## src/rtl/ibus_frame_receiver_unit_defines.svh

```systemverilog
// Assertion macros for the iBus frame receiver
`ifndef IBUS_FRAME_RECEIVER_UNIT_DEFINES_SVH
`define IBUS_FRAME_RECEIVER_UNIT_DEFINES_SVH

`ifndef ASSERT_OFF
`define IBFR_ASSERT(label, prop) \
  label: assert property (@(posedge clk_i) disable iff (!rst_ni) prop) \
    else $error("ibus frame receiver assertion failed");
`define IBFR_ASSERT_IMPLIES(label, pre, post) \
  label: assert property (@(posedge clk_i) disable iff (!rst_ni) (pre) |-> (post)) \
    else $error("ibus frame receiver assertion failed");
`define IBFR_ASSERT_NEXT(label, pre, post) \
  label: assert property (@(posedge clk_i) disable iff (!rst_ni) (pre) |=> (post)) \
    else $error("ibus frame receiver assertion failed");
`else
`define IBFR_ASSERT(label, prop)
`define IBFR_ASSERT_IMPLIES(label, pre, post)
`define IBFR_ASSERT_NEXT(label, pre, post)
`endif

`endif

```

## src/rtl/ibusfr_pkg.sv

```systemverilog
package ibusfr_pkg;

  localparam int NUM_CHANNELS  = 10;
  localparam int CH_IDX_W      = (NUM_CHANNELS > 1) ? $clog2(NUM_CHANNELS) : 1;
  localparam int RAM_ADDR_W    = CH_IDX_W + 1;
  localparam int RAM_DEPTH     = 2 ** RAM_ADDR_W;
  localparam int VALUE_W       = 16;
  localparam int POS_W         = 5;
  localparam int LEFT_W        = 6;
  localparam int WORD_W        = 4;

  localparam logic [WORD_W-1:0] NUM_CH_W = WORD_W'(NUM_CHANNELS);

  localparam logic [7:0]         SYNC_BYTE   = 8'h20;
  localparam logic [7:0]         TYPE_RESET  = 8'h40;
  localparam logic [VALUE_W-1:0] SUM_INIT    = 16'hFFFF;
  localparam logic [2:0]         IDLE_LIMIT_RESET = 3'd3;
  localparam logic [5:0]         FS_LIMIT_RESET   = 6'd32;
  localparam logic [2:0]         IDLE_MAX    = 3'd7;
  localparam logic [5:0]         FS_MAX      = 6'd63;
  localparam logic [LEFT_W-1:0]  FRAME_LEN   = 6'd32;

  localparam logic [POS_W-1:0] POS_SYNC     = 5'd0;
  localparam logic [POS_W-1:0] POS_TYPE     = 5'd1;
  localparam logic [POS_W-1:0] POS_FIRST_CH = 5'd2;
  localparam logic [POS_W-1:0] POS_CSUM_LO  = 5'd30;
  localparam logic [POS_W-1:0] POS_CSUM_HI  = 5'd31;

  localparam logic [1:0] MODE_BYTE = 2'd0;
  localparam logic [1:0] MODE_TICK = 2'd1;
  localparam logic [1:0] MODE_READ = 2'd2;

  localparam logic [1:0] ST_VALID     = 2'd0;
  localparam logic [1:0] ST_NO_FRAME  = 2'd1;
  localparam logic [1:0] ST_TIMED_OUT = 2'd2;
  localparam logic [1:0] ST_BAD_INDEX = 2'd3;

  localparam logic [1:0] CFG_EXPECTED_TYPE = 2'd0;
  localparam logic [1:0] CFG_IDLE_LIMIT    = 2'd1;
  localparam logic [1:0] CFG_FS_LIMIT      = 2'd2;

endpackage

```

## src/rtl/ibusfr_ram.sv

```systemverilog
module ibusfr_ram #(
  parameter int WIDTH = 16,
  parameter int DEPTH = 32,
  parameter int AW    = (DEPTH > 1) ? $clog2(DEPTH) : 1
) (
  input  logic             clk_i,
  input  logic             we_i,
  input  logic [AW-1:0]    waddr_i,
  input  logic [WIDTH-1:0] wdata_i,
  input  logic             re_i,
  input  logic [AW-1:0]    raddr_i,
  output logic [WIDTH-1:0] rdata_o
);

  logic [WIDTH-1:0] mem_q [DEPTH];
  logic [WIDTH-1:0] rdata_q;

  always_ff @(posedge clk_i) begin
    if (we_i) begin
      mem_q[waddr_i] <= wdata_i;
    end
    if (re_i) begin
      rdata_q <= mem_q[raddr_i];
    end
  end

  assign rdata_o = rdata_q;

endmodule

```

## src/rtl/ibus_frame_receiver_unit.sv

```systemverilog
// Results are registered: each appears in the cycle after its item is accepted.
// Throughput: one item per cycle while out_ready_i is 1; output drains as the next enters.
// Channel words sit in a two-bank RAM; a good frame flips the bank instead of copying.
// Reset clears frame position, tick counters, bank select and out_valid; checksum = FFFF.
// Channel RAM is not cleared; no frame-yet status keeps unwritten entries from being read.
`include "ibus_frame_receiver_unit_defines.svh"

module ibus_frame_receiver_unit (
  input  logic                               clk_i,
  input  logic                               rst_ni,
  input  logic                               cfg_valid_i,
  output logic                               cfg_ready_o,
  input  logic [1:0]                         cfg_index_i,
  input  logic [7:0]                         cfg_data_i,
  input  logic                               in_valid_i,
  output logic                               in_ready_o,
  input  logic [1:0]                         mode_i,
  input  logic [7:0]                         rx_byte_i,
  input  logic [3:0]                         channel_index_i,
  output logic                               out_valid_o,
  input  logic                               out_ready_i,
  output logic [ibusfr_pkg::VALUE_W-1:0]     read_value_o,
  output logic [1:0]                         read_status_o,
  output logic                               frame_accepted_o,
  output logic                               frame_rejected_o,
  output logic [ibusfr_pkg::LEFT_W-1:0]      bytes_left_o
);

  logic [7:0] type_q;
  logic [2:0] idle_limit_q;
  logic [5:0] fs_limit_q;

  logic [ibusfr_pkg::POS_W-1:0]   pos_q, pos_d;
  logic [ibusfr_pkg::VALUE_W-1:0] sum_q, sum_d;
  logic [7:0]                     low_q, low_d;
  logic [1:0]                     cond_q, cond_d;
  logic [2:0]                     idle_q, idle_d;
  logic [5:0]                     fs_q, fs_d;
  logic                           bank_q, bank_d;

  logic                                 out_valid_q, out_valid_d;
  logic [1:0]                           status_q, status_d;
  logic                                 acc_q, acc_d;
  logic                                 rej_q, rej_d;
  logic [ibusfr_pkg::LEFT_W-1:0]        left_q, left_d;
  logic                                 val_sel_q, val_sel_d;

  logic                                 in_fire;
  logic                                 restart;
  logic                                 commit;
  logic                                 frame_end;
  logic [3:0]                           next_idle;
  logic [6:0]                           next_fs;
  logic [ibusfr_pkg::POS_W-1:0]         pos_diff;
  logic [ibusfr_pkg::WORD_W-1:0]        word_k;
  logic [ibusfr_pkg::VALUE_W-1:0]       got;

  logic                                 ram_we;
  logic                                 ram_re;
  logic [ibusfr_pkg::RAM_ADDR_W-1:0]    ram_waddr;
  logic [ibusfr_pkg::RAM_ADDR_W-1:0]    ram_raddr;
  logic [ibusfr_pkg::VALUE_W-1:0]       ram_rdata;

  assign cfg_ready_o = 1'b1;
  assign in_ready_o  = !out_valid_q || out_ready_i;
  assign in_fire     = in_valid_i && in_ready_o;

  assign next_idle = {1'b0, idle_q} + 4'd1;
  assign next_fs   = {1'b0, fs_q} + 7'd1;
  assign pos_diff  = pos_q - ibusfr_pkg::POS_FIRST_CH;
  assign word_k    = pos_diff[ibusfr_pkg::POS_W-1:1];
  assign got       = {rx_byte_i, low_q};
  assign frame_end = in_fire && (mode_i == ibusfr_pkg::MODE_BYTE) &&
                     (pos_q == ibusfr_pkg::POS_CSUM_HI);

  assign ram_waddr = {~bank_q, word_k[ibusfr_pkg::CH_IDX_W-1:0]};
  assign ram_raddr = {bank_q, channel_index_i[ibusfr_pkg::CH_IDX_W-1:0]};

  always_comb begin
    pos_d     = pos_q;
    sum_d     = sum_q;
    low_d     = low_q;
    cond_d    = cond_q;
    idle_d    = idle_q;
    fs_d      = fs_q;
    bank_d    = bank_q;
    ram_we    = 1'b0;
    ram_re    = 1'b0;
    restart   = 1'b0;
    commit    = 1'b0;
    acc_d     = 1'b0;
    rej_d     = 1'b0;
    status_d  = ibusfr_pkg::ST_VALID;
    val_sel_d = 1'b0;
    if (in_fire) begin
      case (mode_i)
        ibusfr_pkg::MODE_BYTE: begin
          idle_d = '0;
          if (pos_q == ibusfr_pkg::POS_SYNC && rx_byte_i != ibusfr_pkg::SYNC_BYTE) begin
            pos_d = pos_q;
          end else if (pos_q == ibusfr_pkg::POS_TYPE && rx_byte_i != type_q) begin
            restart = 1'b1;
          end else begin
            if (pos_q < ibusfr_pkg::POS_CSUM_LO) begin
              sum_d = sum_q - {8'h00, rx_byte_i};
            end
            if (pos_q == ibusfr_pkg::POS_CSUM_HI) begin
              restart = 1'b1;
              if (got == sum_q) begin
                commit = 1'b1;
                acc_d  = 1'b1;
                cond_d = ibusfr_pkg::ST_VALID;
                fs_d   = '0;
                bank_d = ~bank_q;
              end else begin
                rej_d = 1'b1;
              end
            end else begin
              pos_d = pos_q + 5'd1;
              if (pos_q >= ibusfr_pkg::POS_FIRST_CH) begin
                if (!pos_q[0]) begin
                  low_d = rx_byte_i;
                end else if (pos_q < ibusfr_pkg::POS_CSUM_LO &&
                             word_k < ibusfr_pkg::NUM_CH_W) begin
                  ram_we = 1'b1;
                end
              end
            end
          end
        end
        ibusfr_pkg::MODE_TICK: begin
          if (next_idle > {1'b0, idle_limit_q}) begin
            restart = 1'b1;
          end
          idle_d = next_idle[3] ? ibusfr_pkg::IDLE_MAX : next_idle[2:0];
          if (next_fs > {1'b0, fs_limit_q}) begin
            cond_d = ibusfr_pkg::ST_TIMED_OUT;
          end
          fs_d = next_fs[6] ? ibusfr_pkg::FS_MAX : next_fs[5:0];
        end
        ibusfr_pkg::MODE_READ: begin
          if (channel_index_i >= ibusfr_pkg::NUM_CH_W) begin
            status_d = ibusfr_pkg::ST_BAD_INDEX;
          end else begin
            status_d = cond_q;
            if (cond_q == ibusfr_pkg::ST_VALID) begin
              ram_re    = 1'b1;
              val_sel_d = 1'b1;
            end
          end
        end
        default: begin
          pos_d = pos_q;
        end
      endcase
    end
    if (restart) begin
      pos_d = '0;
      sum_d = ibusfr_pkg::SUM_INIT;
      low_d = '0;
    end
    left_d = ibusfr_pkg::FRAME_LEN - {1'b0, pos_d};
  end

  always_comb begin
    if (in_fire) begin
      out_valid_d = 1'b1;
    end else if (out_ready_i) begin
      out_valid_d = 1'b0;
    end else begin
      out_valid_d = out_valid_q;
    end
  end

  always_ff @(posedge clk_i or negedge rst_ni) begin
    if (!rst_ni) begin
      type_q       <= ibusfr_pkg::TYPE_RESET;
      idle_limit_q <= ibusfr_pkg::IDLE_LIMIT_RESET;
      fs_limit_q   <= ibusfr_pkg::FS_LIMIT_RESET;
    end else if (cfg_valid_i && cfg_ready_o) begin
      case (cfg_index_i)
        ibusfr_pkg::CFG_EXPECTED_TYPE: type_q       <= cfg_data_i;
        ibusfr_pkg::CFG_IDLE_LIMIT:    idle_limit_q <= cfg_data_i[2:0];
        ibusfr_pkg::CFG_FS_LIMIT:      fs_limit_q   <= cfg_data_i[5:0];
        default: begin
          type_q <= type_q;
        end
      endcase
    end
  end

  always_ff @(posedge clk_i or negedge rst_ni) begin
    if (!rst_ni) begin
      pos_q       <= '0;
      sum_q       <= ibusfr_pkg::SUM_INIT;
      low_q       <= '0;
      cond_q      <= ibusfr_pkg::ST_NO_FRAME;
      idle_q      <= '0;
      fs_q        <= '0;
      bank_q      <= 1'b0;
      out_valid_q <= 1'b0;
    end else begin
      pos_q       <= pos_d;
      sum_q       <= sum_d;
      low_q       <= low_d;
      cond_q      <= cond_d;
      idle_q      <= idle_d;
      fs_q        <= fs_d;
      bank_q      <= bank_d;
      out_valid_q <= out_valid_d;
    end
  end

  always_ff @(posedge clk_i) begin
    if (in_fire) begin
      status_q  <= status_d;
      acc_q     <= acc_d;
      rej_q     <= rej_d;
      left_q    <= left_d;
      val_sel_q <= val_sel_d;
    end
  end

  ibusfr_ram #(
    .WIDTH (ibusfr_pkg::VALUE_W),
    .DEPTH (ibusfr_pkg::RAM_DEPTH)
  ) u_chan_ram (
    .clk_i   (clk_i),
    .we_i    (ram_we),
    .waddr_i (ram_waddr),
    .wdata_i (got),
    .re_i    (ram_re),
    .raddr_i (ram_raddr),
    .rdata_o (ram_rdata)
  );

  assign out_valid_o      = out_valid_q;
  assign read_value_o     = val_sel_q ? ram_rdata : '0;
  assign read_status_o    = status_q;
  assign frame_accepted_o = acc_q;
  assign frame_rejected_o = rej_q;
  assign bytes_left_o     = left_q;

  // staging writes never land in the bank that reads see
  `IBFR_ASSERT(a_wr_staging_bank, !ram_we || (ram_waddr[ibusfr_pkg::RAM_ADDR_W-1] != bank_q))
  `IBFR_ASSERT_IMPLIES(a_flip_on_commit, bank_q != $past(bank_q), $past(commit))
  `IBFR_ASSERT_NEXT(a_frame_end_restart, frame_end, pos_q == '0 && sum_q == ibusfr_pkg::SUM_INIT)

endmodule
```

## config.mk

```make
export PLATFORM = sky130hd
export DESIGN_NAME = ibus_frame_receiver_unit
export DESIGN_NICKNAME = d
export VERILOG_FILES = /design/src/rtl/ibusfr_pkg.sv /design/src/rtl/ibusfr_ram.sv /design/src/rtl/ibus_frame_receiver_unit.sv
export VERILOG_INCLUDE_DIRS = /design/src /design/src/rtl
export SDC_FILE = /design/constraint.sdc
export NUM_CORES = 1
export LEC_CHECK = 0
export ABC_AREA = 1
export BUFFER_PORTS_ARGS = -buffer_cell sky130_fd_sc_hd__buf_4
export CAP_MARGIN = 20
export CORE_MARGIN = 1
export CORE_UTILIZATION = 50
export DETAILED_ROUTE_END_ITERATION = 10
export GPL_TIMING_DRIVEN = 0
export PLACE_DENSITY = 0.7
export SLEW_MARGIN = 20
export SYNTH_ARGS = -nofsm -noshare
export SYNTH_HDL_FRONTEND = slang
export SYNTH_SLANG_ARGS = --single-unit
export TNS_END_PERCENT = 30
```

## constraint.sdc

```tcl
create_clock -name clk_i -period 6.4 [get_ports clk_i]
set_clock_uncertainty 0.2 [all_clocks]
set_input_delay 0.64 -clock clk_i [delete_from_list [all_inputs] [get_ports clk_i]]
set_output_delay 0.64 -clock clk_i [all_outputs]
set_load 0.02 [all_outputs]
```

==> summary.md, run 1 <==
| Metric | Value |
|---|---|
| # diodes | 0 |
| Most frequent cells in the layout | 539 x edfxtp_1, 309 x o21ai_0, 296 x nor2_1, 209 x nand2_1, 129 x conb_1 |
| FF-to-FF path depth | 8 |
| Crit path arrival time | 3.99 ns |
| Routability Congestion | 0.9012 |
| Status | complete, no violations |
| Num CTS Buffers | 60 |
| Max-Cap Viols | 0 |
| Vias/cell | 5.816 |
| Critical Path Sink Type | register |
| 1st-iter DRT viols | 2209 |
| Mapped cell area | 24920 um2 |
| CTS tree | built |
| Layout cells sized above 1 | 10.84% |
| Drt first pass iters | 8 |
| Fmax | 0.2582 GHz |
| HP Class | in2reg |
| Worst VDD drop | 0.2264 mV |
| Die Y | 225.3 um |
| Slew margin rel. | 36.52% |
| Area Growth Syn to Fin | 16.24% |
| Initial core utilization | 50.81% |
| Grt ovf | 0 |
| Tot Pwr | 0.01000 W |
| Full die area | 50740 um2 |
| Largest net degree at the start of global routing | 60 |
| Port Buffers | 54 |
| # rows | 81 |
| Placed cell count | 2931 |
| Slew @ Worst Pin | 0.9522 ns |
| Routed WL | 69060 um |
| Data required, critical path | 6.52 ns |
| DRC | 0 |
| P_leak | 10.67 nW |
| Fin area | 28970 um2 |
| Synth Area per Inst | 12.10 um2 |
| Hold-fix buffers, CTS | 1 |
| Final hold slack | 0.05141 ns |
| Post-DR wirelength/cell | 22.69 um |
| Clock-pin slew on the worst setup and hold paths | 0.07 ns |
| CP Max Fanout | 9 |
| Cell Count, Final, Fillers Out | 3044 |
| CTS H-tree lvls | 2 |
| EDFF count, synth | 539 |
| First-pass GRT wire length | 102800 um |
| Clk Latency, worst-skew pair | 0.63 ns |
| Kind of critical path | reg2reg |
| Async SR Flop Fraction | 9.866% |
| Post-DRT Antenna Nets | 0 |
| Seq/Total Area, Yosys | 70.98% |
| Placed standard-cell area | 27030 um2 |
| Period utilisation layout | 60.52% |
| Final count of hold timing violations | 0 |
| Total Routing Usage GR | 27.60% |
| Synthesis Warnings | 0 |
| Core ar. | 49050 um2 |
| Root buf cell | clkbuf_16 |
| Commonest non-fill, non-tap cell in the layout | edfxtp_1 |
| Overall die width | 225.3 um |
| Pwr per Cell Area | 345.3 nW/um2 |
| Final count of negative-setup-slack endpoints | 0 |
| Hold Path Stages | 2 |
| Seq cells post-synth | 598 |
| DP HPWL | 45720 um |
| Post-layout min period | 3.873 ns |
| Startpoint Class | register |
| Vias in the first global route | 17100 |
| Clock sinks | 598 |
| Antenna violations before repair | 0 |
| # resized after CTS | 0 |
| DR vias | 17700 |
| Primary FF master, synth | edfxtp_1 |
| NumNets Final | 2389 |
| Unrepaired setup endpoints after global routing | no |
| Gate Count Post-Synth | 2060 |
| Pins over their slew limit | 0 |
| Clk buf depth | 3 |
| Synth unique cells | 43 |
| Io pins | 58 |
| Postcts setup bufs | 0 |
| Setup TNS | 0 ns |
-- worst paths after layout --
| check | from | to | slack (ns) |
|---|---|---|---|
| max in group asynchronous | rst_ni | low_q[1]$_DFFE_PN0P_ | 5.01 |
| min in group asynchronous | rst_ni | idle_q[1]$_DFFE_PN0P_ | 0.43 |
| worst max-delay path | pos_q[1]$_DFF_PN0_ | u_chan_ram.mem_q[10][6]$_DFFE_PP_ | 2.53 |
| worst min register to register | fs_limit_q[3]$_DFFE_PN0P_ | fs_limit_q[3]$_DFFE_PN0P_ | 0.29 |
| worst max register to register | pos_q[1]$_DFF_PN0_ | u_chan_ram.mem_q[10][6]$_DFFE_PP_ | 2.53 |
| worst min-delay path | cfg_data_i[7] | type_q[7]$_DFFE_PN0P_ | 0.05 |
-- flip-flops by register name (all words and copies together), names as in the netlist, 6 cells and up --
register	cells
bytes_left_o	6
fs_limit_q	6
fs_q	6
low_q	8
sum_q	16
type_q	8
u_chan_ram.mem_q	512
u_chan_ram.rdata_o	16
-- worst max-delay path, cell delays in order, from the launching register on --
cell and delay (ns):
dfrtp_1 0.46, inv_1 0.19, ha_1 0.26, xnor2_1 0.54, a21oi_1 0.22, nor4_4 0.59, nand2_4 0.24, nor2_2 0.62
buf_8 0.24
-- report_power, final --
group	leakage, nW	internal, W	total (W)	switching [W]
registers	5.70	0.00481	0.00522	0.000414
clock network	0.946	0.00198	0.00345	0.00147
logic	4.03	0.000436	0.00133	0.000893
-- layout make-up --
| type | count | area (um2) |
|---|---|---|
| clock inverter | 32 | 296.5 |
| clock buffer | 80 | 1628 |
| buffer | 111 | 427.9 |
| timing repair buffer | 81 | 733.2 |
| fill | 3924 | 20080 |
| sequential | 598 | 17700 |
| multi-input combinational | 1350 | 6873 |
| tap | 664 | 830.8 |
| inverter | 128 | 480.5 |
-- cells in the mapped netlist (5+ instances only) --
cell	instances	area share (%)
ha_1	29	1.5
a21oi_1	14	0.28
xor2_1	8	0.28
edfxtp_1	539	65
o22ai_1	93	2.3
nor3_1	6	0.12
o211ai_1	25	0.75
o221ai_1	39	1.4
xnor2_1	13	0.46
nor2_1	320	4.8
nor4_1	5	0.13
nand4_1	36	0.90
nand2_4	6	0.27
o21ai_0	309	6.2
dfstp_2	21	2.2
nand2_2	5	0.13
nand2_1	209	3.1
nand3_1	70	1.4
a31oi_1	6	0.15
buf_2	6	0.12
buf_1	7	0.11
inv_1	122	1.8
dfrtp_1	38	3.8
clkbuf_1	97	1.5
-- cell families after synthesis --
logic type / count (synthesis) / share of synthesized area [%]
buffers and inverters: 239 / 3.645
xor gates and xnor gates: 21 / 0.7380
DFF: 598 / 70.98
and+or+nand+nor: 668 / 11.39
muxes: 2 / 0.09036
adders and majority gates: 30 / 1.536
AOI/OAI and AO/OA: 500 / 11.59
other: 2 / 0.03013
-- metrics by stage --
| step | util [%] | worst slack [ns] |
|---|---|---|
| 6_report | 59.06 | 2.527 |
| 2_1_floorplan | - | 2.980 |
| 4_1_cts | 59.05 | 2.639 |
| 3_3_place_gp | 54.30 | 0.7695 |
| 3_5_place_dp | 55.10 | 2.430 |
| 5_1_grt | 59.06 | 2.401 |
-- per-layer routing --
metal,share of wire (%),wire length (um),vias up,GRT usage (%)
met1,38,26580,8678,37.40
met3,11,7374,137,5.202
met2,47,32190,991,43.65
met4,4.2,2905,0,12.16
li1,-,-,7898,-
met5,0,0,-,0
Note: power is estimated with default switching activity, not from simulation.
==> inputs of run 2 (changes only) <==
Settings changed: PLACE_DENSITY 0.7 to 0.73.
Clock period 6.4 ns to 3.3 ns, I/O delays scaled along.
==> run 2 against run 1 <==
Compared with the run above:
- flip-flop and latch count did not move
- first-iteration DRC count up 17%
- largest power group unchanged
- clock power grew 92%
- routed wire length increased by 1.9%
- combinational power rose by 110%
- fmax is 23% higher
- sequential share of layout area fell by 0.80 points
- register-to-register slack worse by 2.4 ns
==> summary.md, run 2 (synthesis results as in run 1) <==
| Metric | Value |
|---|---|
| Total Routing Usage GR | 27.92% |
| Final count of hold timing violations | 0 |
| Unrepaired setup endpoints after global routing | yes |
| Grt met3 use | 5.802% |
| Post-DR wirelength/cell | 22.92 um |
| Clk Latency, worst-skew pair | 0.62 ns |
| Root buf cell | clkbuf_16 |
| Slew @ Worst Pin | 1.120 ns |
| Routability Congestion | 0.8901 |
| Data required, critical path | 3.42 ns |
| Post-DRT Antenna Nets | 0 |
| Hold Path Stages | 1 |
| Largest net degree at the start of global routing | 60 |
| NumNets Final | 2415 |
| Top reg by flops | u_chan_ram.mem_q |
| Slew margin rel. | 25.12% |
| CP Max Fanout | 9 |
| Grt ovf | 0 |
| Post-layout min period | 3.161 ns |
| Worst VDD drop | 0.4792 mV |
| Worst Path Buf+Inv | 4 |
| Num CTS Buffers | 58 |
| Core ar. | 49050 um2 |
| Sequential Power Share | 51.9% |
| DRC | 0 |
| Pins over their slew limit | 0 |
| Most frequent cells in the layout | 539 x edfxtp_1, 309 x o21ai_0, 296 x nor2_1, 209 x nand2_1, 129 x conb_1 |
| Clk buf depth | 3 |
| Overall die width | 225.3 um |
| Die Y | 225.3 um |
| Io pins | 58 |
| Vias in the first global route | 17650 |
| Commonest non-fill, non-tap cell in the layout | edfxtp_1 |
| Final count of negative-setup-slack endpoints | 0 |
| Layout cells sized above 1 | 10.85% |
| Status | complete, no violations |
| CTS tree | built |
| Met1 usage | 36.93% |
| Drt first pass iters | 6 |
| # rows | 81 |
| Comb power frac | 14.1% |
| DP HPWL | 46190 um |
| Antenna violations before repair | 0 |
| Internal power | 0.01397 W |
| Crit path arrival time | 3.28 ns |
| Most frequent CP cell | inv_1 |
| Fmax | 0.3163 GHz |
| Post-layout util | 59.84% |
| CTS H-tree lvls | 2 |
| CP max stage delay | 0.50 ns |
| 1st-iter DRT viols | 2576 |
| Sw power | 0.005524 W |
| Clock-pin slew on the worst setup and hold paths | 0.06 ns |
| Crit path cell chain | inv_1 > ha_1 > inv_1 > nor2_2 > a21oi_4 > nand4_4 > nor4_4 > buf_4 > nand2_4 > nor2_4 > buf_6 |
| Full die area | 50740 um2 |
| Clock power frac | 34.0% |
| Vias/cell | 5.925 |
| Slowest stage cell on the critical path | dfrtp_1 |
| Clock sinks | 598 |
| Startpoint Class | register |
| Max-Cap Viols | 0 |
| Kind of critical path | reg2reg |
| Levels on crit path | 11 |
| Port Buffers | 54 |
| Max FFs per register | 512 |
| Layer with the highest usage | met2 |
| Pwr per Cell Area | 664.1 nW/um2 |
| Critical path's top delay family | simple AND/OR/NAND/NOR gates |
| # diodes | 0 |
| First-pass GRT wire length | 104500 um |
| Initial core utilization | 50.81% |
| FF-to-FF path depth | 11 |
| HP Class | in2reg |
| Critical Path Sink Type | register |
| Tot Pwr | 0.01949 W |
| Area Growth Syn to Fin | 17.78% |
| Period utilisation layout | 95.80% |
| P_leak | 10.76 nW |
| Global routing usage on met2 | 43.99% |
| DR vias | 18180 |
| Switching share of power | 28.34% |
| Routed WL | 70340 um |
run 2: cell types whose count changed in the layout (fill, tap and decap cells not counted), sizes merged:
cell,delta
clkinvlp,+6
clkinv,+2
dlygate4sd3,+23
inv,-1
clkbuf,-11
buf,+5
bufinv,+1
run 2: per-layer routing:
metal / wire [um] / vias to the layer above / share of wire, %
met5: 0 / - / 0
met4: 3183 / 0 / 4.5
met3: 8262 / 176 / 12
met2: 32620 / 1167 / 46
met1: 26280 / 8887 / 37
li1: - / 7954 / -
run 2: area by class of cell:
type,instances,area (um2)
Timing Repair Buffer,109,1044
Inverter,128,484.2
Clock buffer,69,1514
Fill cell,3811,19700
Sequential cell,598,17700
Multi-Input combinational cell,1350,6985
Clock inverter,40,369.1
Tap cell,664,830.8
Buffer,111,427.9
run 2: final timing paths:
path | start | end | slack (ns)
min in group asynchronous | rst_ni | bank_q$_DFFE_PN0P_ | 0.16
min reg2reg | fs_limit_q[2]$_DFFE_PN0P_ | fs_limit_q[2]$_DFFE_PN0P_ | 0.29
min | rx_byte_i[0] | u_chan_ram.mem_q[4][8]$_DFFE_PP_ | 0.02
max | pos_q[0]$_DFF_PN0_ | u_chan_ram.mem_q[16][14]$_DFFE_PP_ | 0.14
max reg2reg | pos_q[0]$_DFF_PN0_ | u_chan_ram.mem_q[16][14]$_DFFE_PP_ | 0.14
max in group asynchronous | rst_ni | low_q[6]$_DFFE_PN0P_ | 2.18
run 2: per-stage QoR:
step / instance area (um2) / instances / TNS [ns] / setup slack (ns) / hold WS [ns]
after floorplan: 25400 / 2187 / 0 / 0.06934 / -0.1656
after global placement: 26630 / 2905 / -402.05 / -2.067 / 0.2525
after detailed placement: 27040 / 2932 / -100.85 / -0.4589 / 0.2486
after CTS: 29270 / 3067 / 0 / 0.04248 / 0.001360
after global routing: 29350 / 3069 / -0.005300 / -0.005300 / 0.02474
final: 29350 / 3069 / 0 / 0.1386 / 0.02480
run 2: what timing repair did:
action / CTS / global route
pin swaps: 2 / 2
hold buffers: 24 / 0
endpoints found under the setup margin: 372 / 212
gates resized for setup: 15 / 12
setup buffers: 2 / 2
hold endpoints to repair: 103 / 0
run 2: power groups by stage:
stage          registers (W)  clock network (W)  logic [W]
6_report              0.0101            0.00663    0.00275
5_1_grt               0.0102            0.00693    0.00302
4_1_cts               0.0101            0.00664    0.00268
3_5_place_dp          0.0102                  0    0.00259
3_3_place_gp          0.0102                  0    0.00242
2_1_floorplan        0.00992                  0    0.00170
